==> src/rtl/rdt_pkg.sv <==
// Shared types and constants for the rotation direction tachometer.
`timescale 1ns / 1ps

package rdt_pkg;

   // Configuration register map
   localparam int ADDR_W     = 3;
   localparam int REG_IDX_W  = 1;
   localparam logic [REG_IDX_W-1:0] REG_DEBOUNCE = 1'b0;
   localparam logic [REG_IDX_W-1:0] REG_TIMEOUT  = 1'b1;

   localparam logic [15:0] DEBOUNCE_RESET = 16'd10;
   localparam logic [15:0] TIMEOUT_RESET  = 16'd1000;

   // rpm = (RPM_NUMERATOR / average period) / 2
   localparam logic [15:0] RPM_NUMERATOR = 16'd60000;
   localparam logic [14:0] RPM_MAX       = 15'd30000;

   // Depth of the queue between the front and back ends
   localparam int QUEUE_DEPTH = 2;

   typedef enum logic [1:0] {
      DIR_STOPPED = 2'd0,
      DIR_CW      = 2'd1,
      DIR_CCW     = 2'd2
   } dir_type;

   typedef struct packed {
      logic tick;
      logic edge_a;
      logic edge_b;
      logic rpm_query;
   } req_type;

   typedef struct packed {
      logic [1:0]  direction;
      logic [14:0] rpm;
      logic        rpm_valid;
   } rsp_type;

   typedef struct packed {
      logic [15:0] debounce_ms;
      logic [15:0] stop_timeout_ms;
   } cfg_type;

   // Word handed from the front end to the back end
   typedef struct packed {
      dir_type     dir;
      logic        query;
      logic        timeout;
      logic [15:0] period;
   } word_type;

endpackage

==> src/rtl/rdt_front.sv <==
// Front end: millisecond clock, debounce, direction sequencing and stop detection.
`timescale 1ns / 1ps

module rdt_front (
   input  logic               clock,
   input  logic               reset,
   input  rdt_pkg::cfg_type   cfg,
   input  logic               req_valid,
   output logic               req_ready,
   input  rdt_pkg::req_type   req_payload,
   output logic               push,
   output rdt_pkg::word_type  push_word,
   input  logic               full
);

   typedef enum logic [1:0] {
      SEQ_IDLE  = 2'd0,
      SEQ_SAW_A = 2'd1,
      SEQ_SAW_B = 2'd2
   } seq_type;

   seq_type           seq_ff, seq_in;
   rdt_pkg::dir_type  dir_ff, dir_in;
   logic [31:0]       ms_ff, stamp_a_ff, stamp_b_ff, last_ff;
   logic [31:0]       ms_in, stamp_a_in, stamp_b_in, last_in;
   logic [15:0]       period_ff, period_in;

   logic [31:0] delta;
   logic        a_ok, b_ok, pulse_done, timeout;

   assign req_ready = !full;
   assign push      = req_valid && req_ready;

   always_comb begin
      ms_in      = ms_ff + 32'(req_payload.tick);
      a_ok       = req_payload.edge_a && ((ms_in - stamp_a_ff) > {16'd0, cfg.debounce_ms});
      b_ok       = req_payload.edge_b && ((ms_in - stamp_b_ff) > {16'd0, cfg.debounce_ms});
      stamp_a_in = a_ok ? ms_in : stamp_a_ff;
      stamp_b_in = b_ok ? ms_in : stamp_b_ff;
      seq_in     = seq_ff;
      dir_in     = dir_ff;
      pulse_done = 1'b0;
      if (a_ok && b_ok) begin
         seq_in = SEQ_IDLE;
      end else if (a_ok) begin
         case (seq_ff)
            SEQ_SAW_B: begin
               dir_in     = rdt_pkg::DIR_CW;
               pulse_done = 1'b1;
               seq_in     = SEQ_IDLE;
            end
            SEQ_IDLE: seq_in = SEQ_SAW_A;
            default:  seq_in = SEQ_IDLE;
         endcase
      end else if (b_ok) begin
         case (seq_ff)
            SEQ_SAW_A: begin
               dir_in     = rdt_pkg::DIR_CCW;
               pulse_done = 1'b1;
               seq_in     = SEQ_IDLE;
            end
            SEQ_IDLE: seq_in = SEQ_SAW_B;
            default:  seq_in = SEQ_IDLE;
         endcase
      end

      // Time since the last completed pulse, counted to this step's millisecond value
      delta     = ms_in - last_ff;
      period_in = period_ff;
      if (pulse_done && (delta < {16'd0, cfg.stop_timeout_ms})) begin
         period_in = delta[15:0];
      end
      last_in = pulse_done ? ms_in : last_ff;

      timeout = req_payload.rpm_query && !pulse_done &&
                (delta > {16'd0, cfg.stop_timeout_ms});
      if (timeout) begin
         seq_in = SEQ_IDLE;
         dir_in = rdt_pkg::DIR_STOPPED;
      end

      push_word.dir     = dir_in;
      push_word.query   = req_payload.rpm_query;
      push_word.timeout = timeout;
      push_word.period  = period_in;
   end

   always_ff @(posedge clock) begin
      if (reset) begin
         seq_ff     <= SEQ_IDLE;
         dir_ff     <= rdt_pkg::DIR_STOPPED;
         ms_ff      <= '0;
         stamp_a_ff <= '0;
         stamp_b_ff <= '0;
         last_ff    <= '0;
         period_ff  <= '0;
      end else if (push) begin
         seq_ff     <= seq_in;
         dir_ff     <= dir_in;
         ms_ff      <= ms_in;
         stamp_a_ff <= stamp_a_in;
         stamp_b_ff <= stamp_b_in;
         last_ff    <= last_in;
         period_ff  <= period_in;
      end
   end

endmodule

==> src/rtl/rdt_fifo.sv <==
// Short register queue between the front and back ends.
`timescale 1ns / 1ps

module rdt_fifo #(
   parameter int DEPTH = 2
) (
   input  logic               clock,
   input  logic               reset,
   input  logic               push,
   input  rdt_pkg::word_type  push_word,
   output logic               full,
   input  logic               pop,
   output rdt_pkg::word_type  pop_word,
   output logic               empty
);

   localparam int PTR_W = (DEPTH > 1) ? $clog2(DEPTH) : 1;
   localparam int CNT_W = $clog2(DEPTH + 1);

   rdt_pkg::word_type mem_ff [DEPTH];
   logic [PTR_W-1:0]  wr_ff, wr_in, rd_ff, rd_in;
   logic [CNT_W-1:0]  cnt_ff, cnt_in;

   assign full     = (cnt_ff == CNT_W'(DEPTH));
   assign empty    = (cnt_ff == '0);
   assign pop_word = mem_ff[rd_ff];

   always_comb begin
      wr_in  = wr_ff;
      rd_in  = rd_ff;
      cnt_in = cnt_ff;
      if (push) begin
         wr_in = (wr_ff == PTR_W'(DEPTH - 1)) ? '0 : wr_ff + 1'b1;
      end
      if (pop) begin
         rd_in = (rd_ff == PTR_W'(DEPTH - 1)) ? '0 : rd_ff + 1'b1;
      end
      if (push && !pop) begin
         cnt_in = cnt_ff + 1'b1;
      end else if (pop && !push) begin
         cnt_in = cnt_ff - 1'b1;
      end
   end

   always_ff @(posedge clock) begin
      if (reset) begin
         wr_ff  <= '0;
         rd_ff  <= '0;
         cnt_ff <= '0;
      end else begin
         wr_ff  <= wr_in;
         rd_ff  <= rd_in;
         cnt_ff <= cnt_in;
      end
   end

   always_ff @(posedge clock) begin
      if (push) begin
         mem_ff[wr_ff] <= push_word;
      end
   end

endmodule

==> src/rtl/rdt_div.sv <==
// Restoring divider, one quotient bit per cycle.
`timescale 1ns / 1ps

module rdt_div #(
   parameter int W = 18
) (
   input  logic         clock,
   input  logic         reset,
   input  logic         start,
   input  logic [W-1:0] dividend,
   input  logic [W-1:0] divisor,
   output logic         done,
   output logic [W-1:0] quotient
);

   localparam int CNT_W = $clog2(W + 1);

   logic [W-1:0]     rem_ff, rem_in, quo_ff, dsr_ff;
   logic [CNT_W-1:0] cnt_ff;
   logic             busy_ff, done_ff;
   logic [W:0]       rem_shift;
   logic             ge;

   assign done     = done_ff;
   assign quotient = quo_ff;

   always_comb begin
      rem_shift = {rem_ff, quo_ff[W-1]};
      ge        = (rem_shift >= {1'b0, dsr_ff});
      rem_in    = ge ? W'(rem_shift - {1'b0, dsr_ff}) : rem_shift[W-1:0];
   end

   always_ff @(posedge clock) begin
      if (reset) begin
         busy_ff <= 1'b0;
         done_ff <= 1'b0;
         cnt_ff  <= '0;
      end else begin
         done_ff <= 1'b0;
         if (start) begin
            busy_ff <= 1'b1;
            cnt_ff  <= CNT_W'(W);
         end else if (busy_ff) begin
            cnt_ff <= cnt_ff - 1'b1;
            if (cnt_ff == CNT_W'(1)) begin
               busy_ff <= 1'b0;
               done_ff <= 1'b1;
            end
         end
      end
   end

   always_ff @(posedge clock) begin
      if (start) begin
         rem_ff <= '0;
         quo_ff <= dividend;
         dsr_ff <= divisor;
      end else if (busy_ff) begin
         rem_ff <= rem_in;
         quo_ff <= {quo_ff[W-2:0], ge};
      end
   end

endmodule

==> src/rtl/rdt_back.sv <==
// Back end: period averaging ring, rpm division and the result register.
`timescale 1ns / 1ps

module rdt_back #(
   parameter int AVG_DEPTH = 4
) (
   input  logic               clock,
   input  logic               reset,
   input  rdt_pkg::word_type  word,
   input  logic               empty,
   output logic               pop,
   output logic               rsp_valid,
   input  logic               rsp_ready,
   output rdt_pkg::rsp_type   rsp_payload
);

   localparam int IDX_W     = (AVG_DEPTH > 1) ? $clog2(AVG_DEPTH) : 1;
   localparam int SUM_W     = 16 + $clog2(AVG_DEPTH);
   // average = (sum * REC_MUL) >> REC_SHIFT, exact for every sum the ring can hold
   localparam int REC_SHIFT = SUM_W + 4;
   localparam int REC_W     = REC_SHIFT + 1;
   localparam int PROD_W    = SUM_W + REC_W;
   localparam int REC_MUL   = ((1 << REC_SHIFT) + AVG_DEPTH - 1) / AVG_DEPTH;

   typedef enum logic [1:0] {
      S_IDLE = 2'd0,
      S_AVG  = 2'd1,
      S_RPM  = 2'd2,
      S_OUT  = 2'd3
   } state_type;

   state_type        state_ff;
   logic [15:0]      hist_ff [AVG_DEPTH];
   logic [IDX_W-1:0] idx_ff, idx_in;
   logic [SUM_W-1:0] sum_ff, sum_in;

   logic             rsp_valid_ff;
   rdt_pkg::rsp_type rsp_ff, pend_ff;

   logic              upd, clr, load;
   logic [PROD_W-1:0] avg_prod;
   logic [15:0]       avg;
   logic              div_start, div_done;
   logic [15:0]       div_dividend, div_divisor, div_quo;

   assign rsp_valid   = rsp_valid_ff;
   assign rsp_payload = rsp_ff;

   always_comb begin
      pop    = (state_ff == S_IDLE) && !empty;
      upd    = pop && word.query && !word.timeout;
      clr    = pop && word.query && word.timeout;
      load   = (state_ff == S_OUT) && (!rsp_valid_ff || rsp_ready);
      sum_in = sum_ff - SUM_W'(hist_ff[idx_ff]) + SUM_W'(word.period);
      idx_in = (idx_ff == IDX_W'(AVG_DEPTH - 1)) ? '0 : idx_ff + 1'b1;

      avg_prod = PROD_W'(sum_ff) * PROD_W'(REC_MUL);
      avg      = avg_prod[REC_SHIFT +: 16];

      div_start    = (state_ff == S_AVG) && (avg != '0);
      div_dividend = rdt_pkg::RPM_NUMERATOR;
      div_divisor  = avg;
   end

   rdt_div #(
      .W (16)
   ) u_div (
      .clock    (clock),
      .reset    (reset),
      .start    (div_start),
      .dividend (div_dividend),
      .divisor  (div_divisor),
      .done     (div_done),
      .quotient (div_quo)
   );

   // Averaging ring with running sum
   always_ff @(posedge clock) begin
      if (reset || clr) begin
         for (int i = 0; i < AVG_DEPTH; i++) begin
            hist_ff[i] <= '0;
         end
         idx_ff <= '0;
         sum_ff <= '0;
      end else if (upd) begin
         hist_ff[idx_ff] <= word.period;
         idx_ff          <= idx_in;
         sum_ff          <= sum_in;
      end
   end

   always_ff @(posedge clock) begin
      if (reset) begin
         state_ff     <= S_IDLE;
         rsp_valid_ff <= 1'b0;
      end else begin
         if (load) begin
            rsp_valid_ff <= 1'b1;
         end else if (rsp_valid_ff && rsp_ready) begin
            rsp_valid_ff <= 1'b0;
         end
         case (state_ff)
            S_IDLE: begin
               if (pop) begin
                  pend_ff.direction <= word.dir;
                  pend_ff.rpm       <= '0;
                  pend_ff.rpm_valid <= word.query;
                  state_ff          <= upd ? S_AVG : S_OUT;
               end
            end
            S_AVG: begin
               state_ff <= (avg == '0) ? S_OUT : S_RPM;
            end
            S_RPM: begin
               if (div_done) begin
                  pend_ff.rpm <= div_quo[15:1];
                  state_ff    <= S_OUT;
               end
            end
            S_OUT: begin
               if (load) begin
                  rsp_ff   <= pend_ff;
                  state_ff <= S_IDLE;
               end
            end
            default: state_ff <= S_IDLE;
         endcase
      end
   end

endmodule

==> src/rtl/rotation_direction_tachometer.sv <==
// Top level of the two-sensor rotation direction and rpm tachometer.
`timescale 1ns / 1ps

// Usage
//   req channel: one word per step (tick, edge_a, edge_b, rpm_query), taken
//   when req_valid and req_ready are both high. rsp channel: one word per
//   request word (direction, rpm, rpm_valid), in request order.
//   Configuration: APB-style writes to debounce_ms (address 0) and
//   stop_timeout_ms (address 4); write only while no request is in flight.
// Structure
//   The front end updates the millisecond clock, debounce stamps, direction
//   sequence and stop detection in the cycle a word is taken, then queues a
//   word for the back end. The back end keeps the averaging ring, forms the
//   average by reciprocal multiplication and halves 60000 divided by it.
// Sequencing
//   A step without a query goes from S_IDLE straight to S_OUT and the result
//   register. A query with a nonzero average passes through S_AVG, S_RPM
//   (the one-bit-per-cycle divider) and S_OUT. The back end takes the next
//   word from the queue only after the previous result is loaded.
// Reset and stalls
//   Reset restores both registers to defaults and clears all control state.
//   When rsp_ready is low the result register holds, the queue fills and
//   req_ready drops once the queue is full.

module rotation_direction_tachometer #(
   parameter int AVG_DEPTH = 4
) (
   input  logic                        clock,
   input  logic                        reset,
   // request channel
   input  logic                        req_valid,
   output logic                        req_ready,
   input  rdt_pkg::req_type            req_payload,
   // result channel
   output logic                        rsp_valid,
   input  logic                        rsp_ready,
   output rdt_pkg::rsp_type            rsp_payload,
   // configuration port
   input  logic                        psel,
   input  logic                        penable,
   input  logic                        pwrite,
   input  logic [rdt_pkg::ADDR_W-1:0]  paddr,
   input  logic [31:0]                 pwdata,
   output logic [31:0]                 prdata,
   output logic                        pready
);

   rdt_pkg::cfg_type  cfg_ff;
   logic [rdt_pkg::REG_IDX_W-1:0] reg_idx;
   logic              cfg_write;

   rdt_pkg::word_type push_word, pop_word;
   logic              push, pop, full, empty;

   // Register file: one index bit, low address bits ignored
   assign pready    = 1'b1;
   assign reg_idx   = paddr[2];
   assign cfg_write = psel && penable && pwrite;

   always_comb begin
      case (reg_idx)
         rdt_pkg::REG_DEBOUNCE: prdata = {16'd0, cfg_ff.debounce_ms};
         rdt_pkg::REG_TIMEOUT:  prdata = {16'd0, cfg_ff.stop_timeout_ms};
         default:               prdata = '0;
      endcase
   end

   always_ff @(posedge clock) begin
      if (reset) begin
         cfg_ff.debounce_ms     <= rdt_pkg::DEBOUNCE_RESET;
         cfg_ff.stop_timeout_ms <= rdt_pkg::TIMEOUT_RESET;
      end else if (cfg_write) begin
         case (reg_idx)
            rdt_pkg::REG_DEBOUNCE: cfg_ff.debounce_ms     <= pwdata[15:0];
            rdt_pkg::REG_TIMEOUT:  cfg_ff.stop_timeout_ms <= pwdata[15:0];
            default: ;
         endcase
      end
   end

   // Accept and classify each step
   rdt_front u_front (
      .clock       (clock),
      .reset       (reset),
      .cfg         (cfg_ff),
      .req_valid   (req_valid),
      .req_ready   (req_ready),
      .req_payload (req_payload),
      .push        (push),
      .push_word   (push_word),
      .full        (full)
   );

   // Decouple the two ends
   rdt_fifo #(
      .DEPTH (rdt_pkg::QUEUE_DEPTH)
   ) u_fifo (
      .clock     (clock),
      .reset     (reset),
      .push      (push),
      .push_word (push_word),
      .full      (full),
      .pop       (pop),
      .pop_word  (pop_word),
      .empty     (empty)
   );

   // Average, divide and present results
   rdt_back #(
      .AVG_DEPTH (AVG_DEPTH)
   ) u_back (
      .clock       (clock),
      .reset       (reset),
      .word        (pop_word),
      .empty       (empty),
      .pop         (pop),
      .rsp_valid   (rsp_valid),
      .rsp_ready   (rsp_ready),
      .rsp_payload (rsp_payload)
   );

endmodule

==> config.mk <==
export PLATFORM = sky130hd
export DESIGN_NAME = rotation_direction_tachometer
export DESIGN_NICKNAME = d
export VERILOG_FILES = /design/src/rtl/rdt_pkg.sv /design/src/rtl/rdt_front.sv /design/src/rtl/rdt_fifo.sv /design/src/rtl/rdt_div.sv /design/src/rtl/rdt_back.sv /design/src/rtl/rotation_direction_tachometer.sv
export SDC_FILE = /design/constraint.sdc
export NUM_CORES = 1
export LEC_CHECK = 0
export BUFFER_PORTS_ARGS = -buffer_cell sky130_fd_sc_hd__buf_2
export CAP_MARGIN = 20
export CORE_MARGIN = 5
export CORE_UTILIZATION = 47
export DETAILED_ROUTE_END_ITERATION = 8
export PLACE_DENSITY_LB_ADDON = 0.12
export SLEW_MARGIN = 20
export SYNTH_ARGS = -nofsm -noshare
export SYNTH_HDL_FRONTEND = slang
export SYNTH_SLANG_ARGS = --single-unit
==> constraint.sdc <==
create_clock -name clock -period 11.05 [get_ports clock]
set_input_delay 3.315 -clock clock [delete_from_list [all_inputs] [get_ports clock]]
set_output_delay 3.315 -clock clock [all_outputs]
set_load 0.02 [all_outputs]
# == Yosys cells after proc, flatten, opt, wreduce, memory -nomap -nowiden ==
# Memory sizes are Yosys's and may differ from the RTL's. A register that Yosys moved wholly into a read port is not among the register bits.
# Index checks and enable logic that the tools add are counted.
# totals
mem_bits_ro,0
ramBits,104
elab_cells,169
regBits,298
memories,2
latchBits,0
# op_classes
shifts,0
bitwise,3
n_mux,56
eq_ne,11
n_addsub,13
reduce_logical,50
order_cmp,5
n_div,0
mul,0
# mem_list
name,depth,word_bits,rd,rd_ports_with_merged_regs,wr,line,source
u_back.hist_ff,4,16,1,1,4,rdt_back.sv:33,logic [15:0] hist_ff [AVG_DEPTH];
u_fifo.mem_ff,2,20,1,1,1,rdt_fifo.sv:20,rdt_pkg::word_type mem_ff [DEPTH];
# ops
operator,n
32-bit by 16-bit > comparator with 1-bit output,3
32-bit subtractor,3
16-bit 2-to-1 mux,4
32-bit one-hot mux with 2 select lines,1
2-bit 2-to-1 mux,21
32-bit by 1-bit adder with 32-bit output,1
32-bit by 16-bit less-than comparator with 1-bit output,1
15-bit one-hot mux with 2 select lines,1
1-bit 2-to-1 mux,25
18-bit by 16-bit adder with 18-bit output,1
1-bit logical AND,18
18-bit by 16-bit subtractor with 18-bit output,1
17-bit by 16-bit greater-or-equal comparator with 1-bit output,1
16-bit zero test,1
16-bit nonzero test,1
16-bit OR reduction,1
16-bit subtractor,1
15-bit 2-to-1 mux,1
2-bit AND reduction,6
"2-bit equality test, second input constant",5
5-bit 2-to-1 mux,2
3-bit AND reduction,3
2-bit one-hot mux with 4 select lines,1
2-bit nonzero test,4
other kinds (16),31

# == Longest topological paths before layout ==
# Gate-level depths: netlist of run 1.
# depth
ltp_word,12
mapped_depth,31

# == Cells and area by module ==
# A second synthesis of run 1 with hierarchy kept.
# hier_totals
hier_cells,2942
hier_area_um2,26589.3
# modules_own_cells
mod,instances,area_per_inst_um2,cells_each,seq_area_each_um2
rdt_front,1,13675.6,1853,2962.8
rdt_back,1,6438.7,531,3503.4
rdt_div,1,3136.8,307,1421.4
rotation_direction_tachometer,1,1694.1,167,640.6
rdt_fifo,1,1644.1,84,1301.2

# == Least setup slack after synthesis of run 1 ==
# OpenSTA, ideal clock, no wires.
# synth_timing
path_kind,input-to-reg
startpoint,input port req_payload[3] (netlist name)
endpoint,"memory u_fifo.mem_ff[0][8] (netlist name), data pin"
n_path_buf,3
required_time_ps,10784
stages,29
setup_ps,266
arrival_ps,9675
setup_slack_ps,1109
cell_sequence,ha_1 -> nand3_1 -> nor2_1 -> nand3_1 -> inv_1 -> nand3_1 -> or2_2 -> clkbuf_1 -> nor2_1 -> xor2_1 -> ha_1 -> buf_2 -> nand4_1 -> o22ai_1 -> a211oi_1 -> nand2_1 -> xor2_1 -> ha_1 -> nand4_1 -> nor4_1 -> a31oi_1 -> or4_1 -> a2111oi_0 -> nand4_1 -> o41ai_4 -> nand3_2 -> a21oi_2 -> buf_4 -> mux2_1
# synth_lines
element,line,source
"start, declared",rotation_direction_tachometer.sv:33,"input rdt_pkg::req_type req_payload,"
"end, declared",rdt_fifo.sv:20,

==> results of run 1 <==
worst paths after layout:
kind / end / slack [ns] / depth (start not counted)
hold reg to reg: u_back.rsp_payload[10] / 0.41 / 0
setup reg to reg: u_fifo.mem_ff[1][4] / 3.48 / 28
setup / recovery: u_fifo.mem_ff[1][4] / 0.96 / 29
hold / removal: u_back.rsp_payload[10] / 0.41 / 0
metrics by stage:
stage / setup slack [ns] / utilization / power [mW] / std cells
5_1_grt: 0.2674 / 0.5273 / 6.104 / 3581
6_report: 0.9618 / 0.5273 / 5.708 / 3582
4_1_cts: 0.9886 / 0.5273 / 5.754 / 3581
3_5_place_dp: 0.3912 / 0.4980 / 4.196 / 3496
2_1_floorplan: 1.109 / - / 3.607 / 2820
3_3_place_gp: 0.4666 / 0.4980 / 4.136 / 3496
cell type report:
| class | instances | area, um^2 | area share |
|---|---|---|---|
| diodes | 1 | 2.502 | 0.00009013 |
| multi-input cells | 2034 | 13960 | 0.5027 |
| inverters | 243 | 912.1 | 0.03285 |
| repair buffers | 126 | 819.5 | 0.02952 |
| flip-flops and latches | 405 | 9671 | 0.3483 |
| well taps | 688 | 860.8 | 0.03100 |
| clock inverters | 19 | 172.7 | 0.006219 |
| clock buffers | 66 | 1370 | 0.04934 |
critical path: cells and delay by family:
kind	cells	cell delay [ns]
fa+ha+maj	3	0.82
compound gates	6	1.59
xor+xnor	2	0.42
mux	1	0.36
buf+inv	4	0.71
simple gates	13	3.17
sequential cells by signal, summed over array words and instances, names as in the netlist, 18 cells and up, named ones only:
register / cells
u_front.stamp_a_ff: 32
u_back.rsp_payload: 18
u_back.hist_ff: 64
u_fifo.mem_ff: 40
u_front.stamp_b_ff: 32
u_front.ms_ff: 32
u_back.pend_ff: 18
cfg_ff: 32
u_back.sum_ff: 18
u_front.last_ff: 32
cell families (layout without fill, tap and decap cells):
kind of cell,count (synthesis),count (layout),share of synthesized area
mux,170,170,0.07709
buf+inv,381,454,0.06056
compound gates,596,596,0.1501
fa+ha+maj,206,206,0.1088
simple gates,910,910,0.1698
flops,405,405,0.3858
other cells,2,18,0.0002997
xor+xnor,135,135,0.04748
where the power goes:
| group | switching, mW | internal [mW] |
|---|---|---|
| Clock | 0.644 | 0.895 |
| Combinational | 1.33 | 0.919 |
| Sequential | 0.128 | 1.79 |
| Total | 2.10 | 3.61 |
layout by cell type, fill, tap and decap left out, types with 24 or more instances in the layout:
master / count
sky130_fd_sc_hd__nor2_1: 298
sky130_fd_sc_hd__dfxtp_1: 248
sky130_fd_sc_hd__inv_1: 242
sky130_fd_sc_hd__nand2_1: 235
sky130_fd_sc_hd__a21oi_1: 194
sky130_fd_sc_hd__ha_1: 186
sky130_fd_sc_hd__edfxtp_1: 156
sky130_fd_sc_hd__mux2i_1: 130
sky130_fd_sc_hd__o21ai_0: 128
sky130_fd_sc_hd__nor3_1: 91
sky130_fd_sc_hd__xnor2_1: 80
sky130_fd_sc_hd__buf_2: 62
sky130_fd_sc_hd__buf_4: 61
sky130_fd_sc_hd__xor2_1: 54
sky130_fd_sc_hd__nand3_1: 52
sky130_fd_sc_hd__a211oi_1: 49
sky130_fd_sc_hd__clkbuf_16: 49
sky130_fd_sc_hd__nand4_1: 41
sky130_fd_sc_hd__a21o_1: 41
sky130_fd_sc_hd__o211ai_1: 35
sky130_fd_sc_hd__nor2b_1: 26
sky130_fd_sc_hd__and3_1: 26
sky130_fd_sc_hd__nand2b_1: 25
sky130_fd_sc_hd__o21a_1: 24
sky130_fd_sc_hd__and2_1: 24
metal layers:
layer / global-route usage / share of wire / vias to the layer above
met3: 0.02594 / 0.038 / 89
met4: 0.06257 / 0.027 / 0
met5: 0 / 0 / -
met2: 0.3915 / 0.49 / 401
li1: - / - / 9995
met1: 0.2851 / 0.44 / 9521
==> flow_summary.yaml, run 1 <==
cts:
  later_pin_clock_latency_in_the_skew_report_ns: 0.59
  cts_tree: "built"
  postCtsResizedCells: 0
  numCtsBuffers: 46
  tritoncts_num_sinks: 405
  clk_pin_slew_worst_paths_ns: 0.06
  post-cts-setup-buffers: 0
  cts.path.max_buffers: 3
  postCtsHoldBufs: 0
  ctsRootBufferMaster: "sky130_fd_sc_hd__clkbuf_16"
  htree_num_levels: 2
worst_setup_path:
  kind_of_end_point_of_the_critical_path: "flip-flop"
  crit_start: "req_payload[3]"
  cpMaxStageDelayCell: "sky130_fd_sc_hd__o41ai_4"
  crit_path_max_incr_delay_ns: 0.58
  timing.critical_path.from_type: "input port"
  worstReg2RegStart: "u_front.ms_ff[0]"
  critical_path_required_ns: 11.38
  worstSetupPathType: "in -> reg"
  cp_max_fo: 16
  worst_ep_arrival_time_ns: 10.42
drt:
  drt_drc_violations_left: 0
  antenna_left: 0
  avgRoutedWirePerCell_um: 18.30
  viasPerCell: 5.585
  number_of_drc_violations_after_detailed_routing_iteration_0: 1316
  detailed_routing_iterations_pass_1: 7
  num_vias: 20010
  postRouteWirelength_mm: 65.54
sta:
  grt_setup_unrepaired: "false"
  final_setup_violations: 0
  timing_worst_slew_pin_value_ns: 1.055
  final_hold_viol_count: 0
  final.min_clock_period_ns: 10.09
  part_of_the_cycle_the_worst_path_needs: 0.9130
  max_freq_mhz: 99.13
  drv_slew: 0
  fin_worst_hold_slack_ns: 0.4127
  slew_headroom: 0.2969
  clock_skew_ns: 0.02061
  post_route_setup_tns_ns: 0
logic_synthesis:
  synth-seq-area-share: 0.3858
  number_of_distinct_library_cells_after_synthesis: 85
  synth.top_cells.by_area: "sky130_fd_sc_hd__dfxtp_1 (20%), sky130_fd_sc_hd__edfxtp_1 (19%), sky130_fd_sc_hd__ha_1 (9.3%)"
  synth.most_common_cell: "sky130_fd_sc_hd__nor2_1"
  netlist_top_cells_count: "sky130_fd_sc_hd__nor2_1 (299), sky130_fd_sc_hd__dfxtp_1 (249), sky130_fd_sc_hd__inv_1 (242), sky130_fd_sc_hd__nand2_1 (236), sky130_fd_sc_hd__a21oi_1 (194)"
  postSynthRegisterBits: 405
  synth_top_area_frac: 0.1989
  synthesis.area_um2: 25060
  count_of_flip_flops_with_a_built_in_enable_after_synthesis: 156
  synthesis.yosys.warnings: 0
  avgSynthCellArea_um2: 8.934
  asyncSetResetFlopFracSynth: 0
  synth_flop_cell: "sky130_fd_sc_hd__dfxtp_1"
  synth_area_leader_cell: "sky130_fd_sc_hd__dfxtp_1"
  syn_inst: 2805
global_routing:
  grt_pass1_vias: 19110
  globalRouteOverflowTotal: 0
  grt_first_pass_wirelength_mm: 103.6
  antenna_violations_before_repair: 0
  groute.usage.overall: 0.2206
  grt_start_max_net_pins: 84
placement:
  dp_hpwl_mm: 49.07
  total_cell_area_at_the_placement_stage_um2: 26220
  port_buffers: 63
  place.gp.congestion: 0.9096
finish:
  fraction_of_layout_instances_using_a_drive_strength_above_1: 0.09160
  finish.instance_area_um2: 27770
  final_net_count: 3108
  layout.filler_cells: 4936
  area_delta_synth_final_pct: 10.79
power_and_ir_drop:
  power-per-cell-area_nw_per_um2: 205.6
  vdd.ir_drop.worst_mv: 0.1508
  leakagePower_nw: 11.46
floorplan:
  starting_density_of_the_core: 0.4759
  die_w_um: 240.9
  placementRows: 84
  dieHeight_um: 240.9
  floorplan.io_pins: 99
  die_area_um2: 58040
  core_region_area_um2: 52660
hold_path:
  holdCritStartpoint: "u_back.pend_ff[10]"
  min-delay-path-class: "reg -> reg"
run:
  maxCapViolations: 0
run_status:
  outcome: "finished, final reports clean"
Note: power is estimated with default switching activity, not from simulation.
==> inputs of run 2 (changes only) <==
--- a/config.mk
+++ b/config.mk
@@ -5,6 +5,7 @@
 export SDC_FILE = /design/constraint.sdc
 export NUM_CORES = 1
 export LEC_CHECK = 0
+export ABC_AREA = 1
 export BUFFER_PORTS_ARGS = -buffer_cell sky130_fd_sc_hd__buf_2
 export CAP_MARGIN = 20
 export CORE_MARGIN = 5
@@ -14,4 +15,5 @@
 export SLEW_MARGIN = 20
 export SYNTH_ARGS = -nofsm -noshare
 export SYNTH_HDL_FRONTEND = slang
+export SYNTH_HIERARCHICAL = 1
 export SYNTH_SLANG_ARGS = --single-unit
==> flow_summary.yaml, run 2 <==
run_status:
  outcome: "finished, final reports clean"
cts:
  clk_pin_slew_worst_paths_ns: 0.05
  cts_tree: "built"
  postCtsResizedCells: 0
  postCtsHoldBufs: 0
  later_pin_clock_latency_in_the_skew_report_ns: 0.60
  post-cts-setup-buffers: 0
  ctsRootBufferMaster: "sky130_fd_sc_hd__clkbuf_16"
  tritoncts_num_sinks: 405
  cts.path.max_buffers: 3
  numCtsBuffers: 47
  htree_num_levels: 2
worst_setup_path:
  worstSetupPathType: "in -> reg"
  crit_path_max_incr_delay_ns: 0.69
  critical_path_required_ns: 11.54
  critPathMostFrequentCell: "sky130_fd_sc_hd__nand2_1"
  regToRegEndpoint: "u_front/stamp_a_ff[16]"
  reg2reg_setup_slack_ns: 4.75
  cpMaxStageDelayCell: "sky130_fd_sc_hd__inv_1"
  worstReg2RegStart: "u_front/ms_ff[0]"
  timing.critical_path.from_type: "input port"
  crit_start: "req_payload[3]"
  cp_max_fo: 34
  kind_of_end_point_of_the_critical_path: "flip-flop"
  worst_ep_arrival_time_ns: 9.29
  worst-r2r-cell-count: 33
run:
  maxCapViolations: 0
floorplan:
  die_area_um2: 64090
  die_w_um: 253.2
  dieHeight_um: 253.2
  core_region_area_um2: 58800
  placementRows: 89
  starting_density_of_the_core: 0.4726
  floorplan.io_pins: 99
finish:
  multi_input_area_um2: 14800
  area_delta_synth_final_pct: 9.482
  utilization: 0.5175
  largest_registers: "u_back/hist_ff (64), u_fifo/mem_ff (40)"
  fraction_of_layout_instances_using_a_drive_strength_above_1: 0.06869
  layout.filler_cells: 6000
  largest_register_ffs: 64
  antenna-diode-count: 0
  regMostFlops: "u_back/hist_ff"
  final_net_count: 4305
  regArea_um2: 9829
  most_frequent_standard_cell_in_the_layout_excluding_fill_and_tap_cells: "sky130_fd_sc_hd__nand2_1"
  most-common-layout-cells: "sky130_fd_sc_hd__nand2_1 (1,089), sky130_fd_sc_hd__inv_1 (702), sky130_fd_sc_hd__nor2_1 (421), sky130_fd_sc_hd__a21oi_1 (253), sky130_fd_sc_hd__dfxtp_1 (233)"
logic_synthesis:
  synth.most_common_cell: "sky130_fd_sc_hd__nand2_1"
  synth_flop_cell: "sky130_fd_sc_hd__dfxtp_1"
  syn_inst: 3998
  postSynthRegisterBits: 405
  synth.top_cells.by_area: "sky130_fd_sc_hd__edfxtp_1 (19%), sky130_fd_sc_hd__dfxtp_1 (17%), sky130_fd_sc_hd__nand2_1 (15%)"
  number_of_distinct_library_cells_after_synthesis: 58
  avgSynthCellArea_um2: 6.951
  netlist_top_cells_count: "sky130_fd_sc_hd__nand2_1 (1,089), sky130_fd_sc_hd__inv_1 (703), sky130_fd_sc_hd__nor2_1 (422), sky130_fd_sc_hd__a21oi_1 (253), sky130_fd_sc_hd__dfxtp_1 (233)"
  synthesis.area_um2: 27790
  count_of_flip_flops_with_a_built_in_enable_after_synthesis: 172
  asyncSetResetFlopFracSynth: 0
  synth_top_area_frac: 0.1859
  synth-seq-area-share: 0.3537
  synthesis.yosys.warnings: 6
  synth_area_leader_cell: "sky130_fd_sc_hd__edfxtp_1"
global_routing:
  antenna_violations_before_repair: 1
  grt_pass1_vias: 23380
  groute.usage.overall: 0.2340
  grt_first_pass_wirelength_mm: 120.9
  grt_start_max_net_pins: 117
  globalRouteOverflowTotal: 0
drt:
  antenna_left: 0
  postRouteWirelength_mm: 76.36
  drt_drc_violations_left: 0
  viasPerCell: 5.033
  number_of_drc_violations_after_detailed_routing_iteration_0: 1275
  detailed_routing_iterations_pass_1: 6
  avgRoutedWirePerCell_um: 15.70
  num_vias: 24480
sta:
  drv_slew: 0
  clock_skew_ns: 0.03799
  fin_worst_hold_slack_ns: 0.4170
  final_setup_violations: 0
  max_freq_mhz: 113.6
  part_of_the_cycle_the_worst_path_needs: 0.7964
  timing_worst_slew_pin_value_ns: 0.9845
  final.min_clock_period_ns: 8.800
  grt_setup_unrepaired: "false"
  slew_headroom: 0.3415
  post_route_setup_tns_ns: 0
  final_hold_viol_count: 0
  worst_case_setup_margin_in_the_final_layout_ns: 2.250
placement:
  dp_hpwl_mm: 58.88
  place.gp.congestion: 0.9470
  port_buffers: 63
  placement.setup.worst_slack_ns: 1.614
power_and_ir_drop:
  leakagePower_nw: 15.33
  vdd.ir_drop.worst_mv: 0.1693
  power-per-cell-area_nw_per_um2: 284.1
  design_power_total_mw: 8.643
hold_path:
  holdCritStartpoint: "u_back/pend_ff[5]"
  min-delay-path-class: "reg -> reg"
  hold-path-endpoint: "u_back/rsp_payload[5]"
  hold-path-cell-count: 0
run 2: cells by family (layout without fill, tap and decap cells):
family | after synthesis | in the layout | share of synthesized area
AOI/OAI and AO/OA | 552 | 552 | 0.1051
other | 4 | 33 | 0.0005401
muxes | 20 | 20 | 0.01081
adders and majority gates | 206 | 206 | 0.09815
DFF | 405 | 405 | 0.3537
buffers and inverters | 828 | 892 | 0.1187
and+or+nand+nor | 1911 | 1911 | 0.2902
xor gates and xnor gates | 72 | 72 | 0.02269
run 2: routing by layer:
metal	routed length, um	share of wire	global-route usage	vias up
li1	-	-	-	12750
met1	32360	0.42	0.2850	11080
met2	37730	0.49	0.4223	469
met3	2708	0.035	0.02136	186
met4	3568	0.047	0.1007	0
met5	0	0	0	-
run 2: stage by stage:
step / cell area, um^2 / cells
floorplan: 27900 / 4027
global placement: 28770 / 4776
detailed placement: 28770 / 4776
CTS: 30400 / 4863
global route: 30420 / 4864
finish: 30420 / 4864
run 2: worst max-delay path by stage:
stage                                  end  slack [ns]
detailed placement   u_front/stamp_a_ff[3]        1.61
global route        u_front/stamp_a_ff[18]        1.63
floorplan              u_fifo/mem_ff[0][0]        3.51
finish              u_front/stamp_a_ff[16]        2.25
global placement     u_front/stamp_a_ff[1]        1.63
CTS                 u_front/stamp_a_ff[16]        2.21
run 2: report_power, final:
group          switching (mW)  internal, mW  total (mW)
Clock                   0.644         0.973        1.62
Combinational            3.30          1.61        4.91
Sequential              0.153          1.96        2.11
Total                    4.10          4.54        8.64
run 2: final cells by class:
class | instances | area share
well taps | 773 | 0.03179
inverters | 721 | 0.08904
clock inverters | 17 | 0.007896
repair buffers | 84 | 0.01596
flip-flops and latches | 405 | 0.3231
multi-input cells | 2794 | 0.4864
clock buffers | 70 | 0.04581
run 2: worst max-delay path, delay by kind of cell:
kind            cells  cell delay [ns]
fa+ha+maj           3             0.90
buf+inv             5             1.17
compound gates      3             0.48
simple gates       21             2.68
xor+xnor            2             0.75
==> inputs of run 3 (changes only) <==
==> constraint.sdc (replaced) <==
create_clock -name clock -period 8.5 [get_ports clock]
set_input_delay 2.55 -clock clock [delete_from_list [all_inputs] [get_ports clock]]
set_output_delay 2.55 -clock clock [all_outputs]
set_load 0.02 [all_outputs]
==> flow_summary.yaml, run 3 (synthesis gave the netlist of run 2 again) <==
finish:
  antenna-diode-count: 0
  final_net_count: 4339
  utilization: 0.5214
  regMostFlops: "u_back/hist_ff"
  fraction_of_layout_instances_using_a_drive_strength_above_1: 0.07620
  largest_registers: "u_back/hist_ff (64), u_fifo/mem_ff (40)"
  most_frequent_standard_cell_in_the_layout_excluding_fill_and_tap_cells: "sky130_fd_sc_hd__nand2_1"
  largest_register_ffs: 64
  most-common-layout-cells: "sky130_fd_sc_hd__nand2_1 (1,089), sky130_fd_sc_hd__inv_1 (702), sky130_fd_sc_hd__nor2_1 (421), sky130_fd_sc_hd__a21oi_1 (253), sky130_fd_sc_hd__dfxtp_1 (233)"
  area_delta_synth_final_pct: 10.32
  finish.instance_area_um2: 30660
worst_setup_path:
  kind_of_end_point_of_the_critical_path: "flip-flop"
  worst-r2r-cell-count: 36
  cp_max_fo: 16
  worstReg2RegStart: "u_front/ms_ff[0]"
  worst_ep_arrival_time_ns: 8.05
  regToRegEndpoint: "u_front/period_ff[14]"
  crit_path_max_incr_delay_ns: 0.39
  cpMaxStageDelayCell: "sky130_fd_sc_hd__ha_1"
  critPathMostFrequentCell: "sky130_fd_sc_hd__nand2_1"
  critical_path_required_ns: 8.97
  timing.critical_path.from_type: "input port"
  reg2reg_setup_slack_ns: 2.68
  worstSetupPathType: "in -> reg"
global_routing:
  grt_start_max_net_pins: 117
  grt_first_pass_wirelength_mm: 122.4
  globalRouteOverflowTotal: 0
  groute.usage.overall: 0.2380
  grt_pass1_vias: 23440
  antenna_violations_before_repair: 1
hold_path:
  hold-path-endpoint: "u_back/rsp_payload[5]"
  holdCritStartpoint: "u_back/pend_ff[5]"
  min-delay-path-class: "reg -> reg"
  hold-path-cell-count: 0
power_and_ir_drop:
  power.clock.fraction: 0.179
  power_frac_seq: 0.245
  power.share.combinational: 0.576
  power_switching_mw: 5.337
  power_switching_share: 0.4751
  design_power_total_mw: 11.23
  internal_power_mw: 5.895
  power-per-cell-area_nw_per_um2: 366.3
  leakagePower_nw: 15.51
  vdd.ir_drop.worst_mv: 0.2580
placement:
  place.gp.congestion: 0.9958
  port_buffers: 63
  placement.setup.worst_slack_ns: 0.3973
  dp_hpwl_mm: 60.16
  total_cell_area_at_the_placement_stage_um2: 29100
floorplan:
  die_area_um2: 64090
  floorplan.io_pins: 99
  core_region_area_um2: 58800
  placementRows: 89
  dieHeight_um: 253.2
  starting_density_of_the_core: 0.4726
  die_w_um: 253.2
sta:
  worst_case_setup_margin_in_the_final_layout_ns: 0.9220
  timing_worst_slew_pin_value_ns: 0.9944
  final_setup_violations: 0
  drv_slew: 0
  final_hold_viol_count: 0
  post_route_setup_tns_ns: 0
  final.min_clock_period_ns: 7.578
  max_freq_mhz: 132.0
  grt_setup_unrepaired: "false"
  slew_headroom: 0.3363
  clock_skew_ns: 0.03016
  part_of_the_cycle_the_worst_path_needs: 0.8915
drt:
  postRouteWirelength_mm: 77.83
  avgRoutedWirePerCell_um: 15.90
  antenna_left: 0
  drt_drc_violations_left: 0
  num_vias: 24530
  number_of_drc_violations_after_detailed_routing_iteration_0: 1387
  viasPerCell: 5.012
  detailed_routing_iterations_pass_1: 5
cts:
  cts_tree: "built"
  clk_pin_slew_worst_paths_ns: 0.06
  tritoncts_num_sinks: 405
  postCtsResizedCells: 0
  cts.path.max_buffers: 3
  htree_num_levels: 2
  ctsRootBufferMaster: "sky130_fd_sc_hd__clkbuf_16"
  postCtsHoldBufs: 0
  numCtsBuffers: 46
  post-cts-setup-buffers: 0
  later_pin_clock_latency_in_the_skew_report_ns: 0.59
run:
  maxCapViolations: 0
run_status:
  outcome: "finished, final reports clean"
run 3: cell type report:
type	instances	area [um^2]
fill	6004	28140
timing repair buffer	119	818.3
clock inverter	14	153.9
tap	773	967.2
multi-input combinational	2794	14800
inverter	721	2709
sequential	405	9829
clock buffer	68	1381
run 3: critical path: cells and delay by family:
family                   cells  cell delay [ns]
buffers and inverters        7             0.71
XOR/XNOR                     2             0.33
AND/OR/NAND/NOR             24             3.36
AO/OA/AOI/OAI                1             0.18
adder cells (fa/ha/maj)      3             0.89
run 3: power by group through the flow:
stage	Sequential [mW]	Clock, mW	Combinational (mW)
after global placement	2.78	0	6.40
final	2.75	2.01	6.47
after global routing	2.79	2.15	7.35
after detailed placement	2.79	0	6.43
after floorplan	2.74	0	4.75
after CTS	2.75	2.07	6.47
run 3: layer usage:
| metal | track usage | vias to the layer above | share of wire |
|---|---|---|---|
| met3 | 0.02455 | 159 | 0.032 |
| met2 | 0.4317 | 438 | 0.50 |
| li1 | - | 12830 | - |
| met1 | 0.2911 | 11100 | 0.43 |
| met4 | 0.09116 | 2 | 0.039 |
| met5 | 0 | - | 0.00017 |
run 3: stage by stage:
stage,cells,hold WS (ns)
CTS,4893,0.4194
finish,4894,0.4177
global route,4894,0.4259
floorplan,4027,0.4003
detailed placement,4811,0.4045
global placement,4811,0.4008
run 3: worst max-delay path by stage:
stage	startpoint	to	slack (ns)	cells after the start
global route	req_payload[3]	u_front/period_ff[14]	0.39	38
CTS	req_payload[3]	u_front/period_ff[14]	1.0	40
finish	req_payload[3]	u_front/period_ff[14]	0.92	37
global placement	req_payload[3]	u_front/period_ff[14]	0.44	37
detailed placement	req_payload[3]	u_front/period_ff[14]	0.40	40
floorplan	req_payload[3]	u_fifo/mem_ff[0][0]	1.73	36
